### src/rtl/salc_pkg.sv
// ----------------------------------------------------------------------------
// Set-associative LRU cache lookup package
// Geometry constants, row types, register map and the status struct that is
// shared between the top level and the way update logic.
// ----------------------------------------------------------------------------
package salc_pkg;

  // Cache geometry. SET_COUNT and WAY_COUNT are powers of two.
  localparam int SET_COUNT = 64;
  localparam int WAY_COUNT = 4;
  localparam int ADDR_W    = 32;
  localparam int TAG_W     = ADDR_W;
  localparam int SET_W     = (SET_COUNT > 1) ? $clog2(SET_COUNT) : 1;
  localparam int WAY_W     = (WAY_COUNT > 1) ? $clog2(WAY_COUNT) : 1;
  localparam int RANK_W    = WAY_W;
  localparam int CNT_W     = $clog2(WAY_COUNT + 1);
  localparam int SPLIT_W   = 6;
  localparam int COUNT_W   = 32;

  // Configuration register widths and reset values.
  localparam int OFFSET_BITS_W = 5;
  localparam int INDEX_BITS_W  = 3;
  localparam int WAYS_W        = 3;
  localparam logic [OFFSET_BITS_W-1:0] OFFSET_BITS_RST = 5'd2;
  localparam logic [INDEX_BITS_W-1:0]  INDEX_BITS_RST  = 3'd6;
  localparam logic [WAYS_W-1:0]        WAYS_RST        = 3'd4;

  // APB register map: register i sits at byte address 4*i.
  localparam int PADDR_W   = 4;
  localparam int PDATA_W   = 32;
  localparam int REG_IDX_W = 2;
  localparam logic [REG_IDX_W-1:0] REG_OFFSET_BITS = 2'd0;
  localparam logic [REG_IDX_W-1:0] REG_INDEX_BITS  = 2'd1;
  localparam logic [REG_IDX_W-1:0] REG_WAYS_IN_USE = 2'd2;

  localparam logic [COUNT_W-1:0] COUNT_MAX = '1;

  // One set row as it is kept in the tag and rank memories.
  typedef logic [WAY_COUNT-1:0][TAG_W-1:0]  tag_row_t;
  typedef logic [WAY_COUNT-1:0][RANK_W-1:0] rank_row_t;
  typedef logic [WAY_COUNT-1:0]             valid_row_t;

  // Outcome of one lookup, from the way update logic.
  typedef struct packed {
    logic       hit;
    logic       evicted;
    valid_row_t valid;
  } upd_status_t;

endpackage

### src/rtl/salc_way_update.sv
// ----------------------------------------------------------------------------
// Way update logic
// Compares a tag with the ways of one set row and produces the row to write
// back: recency ranks, tags and valid marks, plus hit and eviction status.
// ----------------------------------------------------------------------------
module salc_way_update (
  input  salc_pkg::tag_row_t          tags,
  input  salc_pkg::rank_row_t         ranks,
  input  salc_pkg::valid_row_t        vrow,
  input  logic [salc_pkg::TAG_W-1:0]  tag,
  input  logic [salc_pkg::CNT_W-1:0]  ways,
  output salc_pkg::upd_status_t       upd,
  output salc_pkg::tag_row_t          new_tags,
  output salc_pkg::rank_row_t         new_ranks
);

  salc_pkg::rank_row_t               rk;
  logic                              found_any;
  logic [salc_pkg::WAY_W-1:0]        found_way;
  logic                              free_any;
  logic [salc_pkg::WAY_W-1:0]        free_way;
  logic                              vic_any;
  logic [salc_pkg::WAY_W-1:0]        vic_way;
  logic [salc_pkg::RANK_W-1:0]       best;
  logic [salc_pkg::CNT_W-1:0]        count;
  logic                              is_fill;
  logic                              age_all;
  logic [salc_pkg::WAY_W-1:0]        sel_way;
  logic [salc_pkg::RANK_W-1:0]       limit;

  // Scan the ways: first match, first free way, fill count and the oldest
  // valid way (lowest number wins a tie). Ranks of invalid ways read as zero.
  always_comb begin
    found_any = 1'b0;
    found_way = '0;
    free_any  = 1'b0;
    free_way  = '0;
    vic_any   = 1'b0;
    vic_way   = '0;
    best      = '0;
    count     = '0;
    for (int w = 0; w < salc_pkg::WAY_COUNT; w++) begin
      rk[w] = vrow[w] ? ranks[w] : '0;
      count = count + salc_pkg::CNT_W'(vrow[w]);
      if (!found_any && vrow[w] && (tags[w] == tag)) begin
        found_any = 1'b1;
        found_way = salc_pkg::WAY_W'(w);
      end
      if (!free_any && !vrow[w]) begin
        free_any = 1'b1;
        free_way = salc_pkg::WAY_W'(w);
      end
      if (vrow[w] && (!vic_any || (rk[w] > best))) begin
        vic_any = 1'b1;
        vic_way = salc_pkg::WAY_W'(w);
        best    = rk[w];
      end
    end
  end

  // Choose the way that becomes most recently used and how the others age.
  // A miss fills a free way while the set holds fewer than the ways in use.
  always_comb begin
    is_fill = !found_any && (count < ways);
    age_all = is_fill;
    if (found_any) begin
      sel_way = found_way;
      limit   = rk[found_way];
    end else if (is_fill) begin
      sel_way = free_way;
      limit   = '0;
    end else begin
      sel_way = vic_way;
      limit   = best;
    end
  end

  // Build the row to write back.
  always_comb begin
    for (int w = 0; w < salc_pkg::WAY_COUNT; w++) begin
      new_tags[w]  = tags[w];
      new_ranks[w] = ranks[w];
      if (vrow[w] && (age_all || (rk[w] < limit))) begin
        new_ranks[w] = salc_pkg::RANK_W'(rk[w] + 1'b1);
      end
    end
    new_ranks[sel_way] = '0;
    if (!found_any) begin
      new_tags[sel_way] = tag;
    end
    upd.valid          = vrow;
    upd.valid[sel_way] = 1'b1;
    upd.hit            = found_any;
    upd.evicted        = !found_any && !is_fill;
  end

endmodule

### config.mk
export PLATFORM = sky130hd
export DESIGN_NAME = salc_way_update
export DESIGN_NICKNAME = d
export VERILOG_FILES = /design/src/rtl/salc_pkg.sv /design/src/rtl/salc_way_update.sv
export SDC_FILE = /design/constraint.sdc
export NUM_CORES = 1
export LEC_CHECK = 0
export ABC_CLOCK_PERIOD_IN_PS = 5500
export BUFFER_PORTS_ARGS = -buffer_cell sky130_fd_sc_hd__buf_2
export CAP_MARGIN = 20
export CORE_AREA = 2 2 124 126
export DETAILED_ROUTE_END_ITERATION = 10
export DIE_AREA = 0 0 126 128
export PLACE_DENSITY = 0.78
export SLEW_MARGIN = 20
export SYNTH_ARGS = -nofsm -noshare
export SYNTH_HDL_FRONTEND = slang
export SYNTH_SLANG_ARGS = --single-unit
### constraint.sdc
create_clock -name vclk -period 5.5
set_input_delay 0.275 -clock vclk [all_inputs]
set_output_delay 0.275 -clock vclk [all_outputs]
set_load 0.1 [all_outputs]
==> flow_metrics.py, run 1 <==
metrics = {
    "floorplan": {
        "pin_count": 317,
        "die_w_um": 126,
        "die_h_um": 128,
        "coreArea_mm2": 0.0149,
        "core.rowCount": 45,
        "start_util_pct": 33.5,
        "die_area_mm2": 0.0161,
    },
    "grt": {
        "antenna_found_initial": 2,
        "grt.total_usage_pct": 28.2,
        "grt_pass1_vias": 5752,
        "grt_max_degree": 33,
        "overflow": 0,
        "grt_pass1_wl_um": 34700,
    },
    "route": {
        "drtAntennaViolNets": 0,
        "post-route-drc-count": 0,
        "vias": 5846,
        "drtIter0Drc": 340,
        "viasPerCell": 5.62,
        "wl_per_cell_um": 23.8,
        "wl_um": 24800,
        "dr.pass1.iters": 5,
    },
    "setup_path": {
        "worstSetupPathType": "input pin to output port",
        "worstPathMaxFanout": 4,
        "max_stage_delay_ns": 0.33,
        "cpMostUsedCell": "ha_4",
        "startpoint": "vrow[0]",
        "cp.arrival_ns": 5.27,
        "slowest_stage": "a311oi_4",
        "endpoint_kind": "output port",
        "startpoint_type": "input pin",
        "critPathRequiredTime_ns": 5.22,
    },
    "synthesis": {
        "synth_fp_nets": 751,
        "yosysWarnings": 0,
        "ys_seq_area_share_pct": 0,
        "ys_types": 66,
        "synth_cells": 558,
        "synth.avg_cell_area_um2": 8.92,
        "synth_area_mm2": 0.00498,
    },
    "sta": {
        "hold_viol": 0,
        "fin_crit_ns": 5.54,
        "worst_slack_ns": -0.0443,
        "slew_headroom_pct": 38.4,
        "fmaxAchievable_mhz": 180,
        "finalCritPeriodShare_pct": 101,
        "max_slew.worst_pin.slew_ns": 0.915,
        "report.final.slew_viol_count": 0,
        "setup_viol": 2,
    },
    "final_layout": {
        "finalNetCount": 1046,
        "mostFrequentLayoutCells": "buf_2, buf_12, xor2_1",
        "register_area_um2": 0,
        "layout_commonest_cell": "buf_2",
        "clkbuf_count": 0,
        "syn2layout_area_growth_pct": 71.0,
        "seq_cell_count": 0,
        "drive_above_1_share_pct": 61.9,
    },
    "power_and_ir_drop": {
        "power_density_mw_per_mm2": 340,
        "power_mw": 2.89,
        "p_leak_nw": 3.81,
        "vdd_drop_max_mv": 0.282,
    },
    "min_path": {
        "min_from": "tags[100]",
        "hold_depth": 3,
        "min-delay-path-class": "input pin to output port",
    },
    "job": {
        "maxCapViolations": 0,
    },
    "clock_network": {
        "ctsHoldBuffers": 0,
    },
    "place": {
        "place.gp.congestion": 0.972,
        "hpwl_um": 20400,
        "numPortBuffers": 317,
        "place_ws_ns": 0.0918,
    },
    "outcome": {
        "status": "complete, but fails checks",
        "violations": "setup timing",
    },
}
[metrics by stage]
| stage | std cells | utilization, % | setup TNS, ns | cell area [um^2] | hold WS, ns |
|---|---|---|---|---|---|
| 2_1_floorplan | 558 | - | -0.00357 | 5130 | 0.871 |
| 3_3_place_gp | 1026 | 55.4 | 0 | 8240 | 0.960 |
| 3_5_place_dp | 1026 | 55.4 | 0 | 8240 | 0.966 |
| 4_1_cts | 1026 | 55.4 | 0 | 8240 | 0.966 |
| 5_1_grt | 1041 | 57.2 | -0.924 | 8510 | 0.975 |
| 6_report | 1041 | 57.2 | -0.0641 | 8510 | 0.964 |
[critical path, delay by kind of cell]
| kind | cells | cell delay [ns] |
|---|---|---|
| compound gates | 13 | 2.02 |
| simple gates | 9 | 1.21 |
| fa+ha+maj | 4 | 1.07 |
| buf+inv | 5 | 0.68 |
[routing by layer]
layer | vias up | routed length, um | GRT usage [%]
li1 | 2632 | - | -
met1 | 2840 | 9750 | 35.5
met2 | 321 | 12000 | 47.8
met3 | 53 | 2010 | 5.22
met4 | 0 | 1040 | 10.6
met5 | - | 0 | 0
[cell usage after synthesis, types with 5 or more instances]
| library cell | number | area [um^2] |
|---|---|---|
| a21oi_1 | 7 | 35.0 |
| a31oi_1 | 5 | 31.3 |
| and2_1 | 6 | 37.5 |
| buf_12 | 6 | 120 |
| buf_2 | 24 | 120 |
| buf_4 | 12 | 90.1 |
| buf_6 | 7 | 78.8 |
| ha_1 | 17 | 213 |
| inv_1 | 10 | 37.5 |
| mux2_2 | 68 | 766 |
| mux2_4 | 60 | 901 |
| nand2_1 | 21 | 78.8 |
| nand2b_1 | 8 | 50.1 |
| nand3_1 | 9 | 45.0 |
| nand4_1 | 13 | 81.3 |
| nand4b_1 | 6 | 52.6 |
| nor2_1 | 13 | 48.8 |
| nor2b_1 | 9 | 56.3 |
| nor3_1 | 7 | 35.0 |
| nor4_1 | 40 | 250 |
| xnor2_1 | 32 | 280 |
| xor2_1 | 100 | 876 |
[cells by family after synthesis]
kind of cell,count (synthesis),synth area share (%)
muxes,129,33.7
and+or+nand+nor,165,20.8
xor gates and xnor gates,132,23.2
AOI/OAI and AO/OA,51,8.35
buffers and inverters,63,9.28
adders and majority gates,18,4.68
[timing repair]
action | CTS | global route
endpoints found under the hold margin | 0 | 0
endpoints found under the setup margin | 0 | 128
setup buffers | 0 | 13
resized for setup | 0 | 27
[report_power, final]
part / switching, mW / internal (mW)
registers: 0 / 0
clock network: 0 / 0.0000000488
logic: 1.91 / 0.990
[path summary, 6_finish.rpt]
kind                            end  slack (ns)
worst max-delay path   new_ranks[4]       -0.04
worst min-delay path  new_tags[100]        0.96
[final cells by class]
type / count / area, um^2
Tap cell: 188 / 235
Multi-Input combinational cell: 495 / 4790
Fill cell: 1299 / 6360
Antenna cell: 2 / 5.00
Inverter: 10 / 37.5
Timing Repair Buffer: 346 / 3440
Power figures use the tool's default switching activity.
==> run 2, diff against run 1 <==
ABC_CLOCK_PERIOD_IN_PS = 6300   (was 5500)
PLACE_DENSITY = 0.76   (was 0.78)
clock period = 6.3 ns   (was 5.5 ns; I/O delays follow)
==> flow_metrics.py, run 2 (same netlist as run 1, synthesis figures left out) <==
metrics = {
    "floorplan": {
        "pin_count": 317,
        "die_w_um": 126,
        "start_util_pct": 33.5,
        "die_h_um": 128,
        "core.rowCount": 45,
        "coreArea_mm2": 0.0149,
        "die_area_mm2": 0.0161,
    },
    "sta": {
        "report.final.slew_viol_count": 0,
        "setup_viol": 0,
        "fin_hold_ws_ns": 1.04,
        "finalCritPeriodShare_pct": 92.4,
        "hold_viol": 0,
        "slew_headroom_pct": 32.8,
        "fin_tns_setup_ns": 0,
        "max_slew.worst_pin.slew_ns": 0.998,
        "fmaxAchievable_mhz": 172,
        "rsz0062_at_grt": "no",
        "fin_crit_ns": 5.82,
    },
    "clock_network": {
        "post_cts_buffers": 0,
        "ctsHoldBuffers": 0,
    },
    "power_and_ir_drop": {
        "vdd_drop_max_mv": 0.315,
        "seq_power_share_pct": 0,
        "power_density_mw_per_mm2": 302,
        "power_frac_comb_pct": 100.0,
        "p_leak_nw": 3.50,
        "power_switching_mw": 1.62,
        "switching_share_pct": 69.7,
        "internal_power_uw": 702,
        "p_clk_share_pct": 0,
    },
    "grt": {
        "grt_pass1_vias": 5715,
        "grt_pass1_wl_um": 34600,
        "overflow": 0,
        "grt_max_degree": 33,
        "grt.total_usage_pct": 28.1,
        "antenna_found_initial": 1,
    },
    "route": {
        "post-route-drc-count": 0,
        "wl_per_cell_um": 23.8,
        "drtIter0Drc": 486,
        "dr.pass1.iters": 5,
        "drtAntennaViolNets": 0,
        "wl_um": 24300,
        "vias": 5846,
        "viasPerCell": 5.71,
    },
    "final_layout": {
        "fin_cells": 1023,
        "syn2layout_area_growth_pct": 54.5,
        "drive_above_1_share_pct": 58.0,
        "clkbuf_count": 0,
        "mostFrequentLayoutCells": "buf_2, xor2_1, buf_12",
        "register_area_um2": 0,
        "layout_commonest_cell": "buf_2",
        "seq_cell_count": 0,
        "final_core_util_pct": 51.7,
        "finalNetCount": 1029,
    },
    "min_path": {
        "min-delay-path-class": "input pin to output port",
    },
    "setup_path": {
        "worstPathMaxFanout": 7,
        "worstSetupPathType": "input pin to output port",
        "max_stage_delay_ns": 0.33,
        "cpMostUsedCell": "ha_1",
        "critPathRequiredTime_ns": 5.98,
        "cp.arrival_ns": 5.51,
        "endpoint_kind": "output port",
        "startpoint_type": "input pin",
        "slowest_stage": "a211o_1",
    },
    "place": {
        "place_inst": 1022,
        "place.gp.congestion": 0.999,
        "hpwl_um": 20500,
        "numPortBuffers": 317,
    },
    "outcome": {
        "status": "complete, no violations",
    },
    "job": {
        "maxCapViolations": 0,
    },
}
-- run 2: cell count changes in the layout (fill, tap and decap cells not counted), moves of 4 or more --
cell     before  now
buf_4        25    8
ha_1         10   17
buf_12      109   78
nor2b_4       6    2
ha_4          7    0
buf_2       211  243
-- run 2: per-layer routing --
metal / part of all wire (%) / up-vias / GRT usage, % / routed length, um
li1: - / 2599 / - / -
met1: 40 / 2800 / 36.5 / 9680
met2: 48 / 393 / 47.9 / 11600
met3: 8.3 / 54 / 3.63 / 2030
met4: 4.1 / 0 / 9.37 / 1000
met5: 0 / - / 0 / 0
-- run 2: worst paths after layout --
kind | from | end | slack [ns] | cells after the start
worst max-delay path | vrow[1] | new_ranks[1] | 0.48 | 29
worst min-delay path | tags[118] | new_tags[118] | 1.04 | 3
-- run 2: power groups by stage --
stage	clock network [mW]	logic (mW)	registers (mW)
2_1_floorplan	0	1.73	0
3_3_place_gp	0	2.30	0
3_5_place_dp	0	2.31	0
4_1_cts	0	2.31	0
5_1_grt	0.0000000212	2.38	0
6_report	0.0000000213	2.32	0
-- run 2: timing repair --
item	CTS	global route
endpoints found under the setup margin	0	3
endpoints found under the hold margin	0	0
resized for setup	0	2
-- run 2: cell type report --
type / instances / area (um^2)
timing repair buffer: 329 / 2840
inverter: 10 / 37.5
tap: 188 / 235
antenna: 1 / 2.50
multi-input combinational: 495 / 4580
fill: 1399 / 7180
-- run 2: metrics by stage --
| stage | total power [mW] | area, um^2 | setup slack (ns) |
|---|---|---|---|
| 2_1_floorplan | 1.73 | 5030 | -0.0435 |
| 3_3_place_gp | 2.30 | 7680 | 0.520 |
| 3_5_place_dp | 2.31 | 7680 | 0.412 |
| 4_1_cts | 2.31 | 7680 | 0.404 |
| 5_1_grt | 2.38 | 7690 | 0.0363 |
| 6_report | 2.32 | 7690 | 0.479 |
-- run 2: worst max-delay path, delay by kind of cell --
family                     cells  cell delay, ns
AOI/OAI and AO/OA             12            2.34
adders and majority gates      4            1.11
and+or+nand+nor                9            1.11
buffers and inverters          3            0.47
xor gates and xnor gates       1            0.15
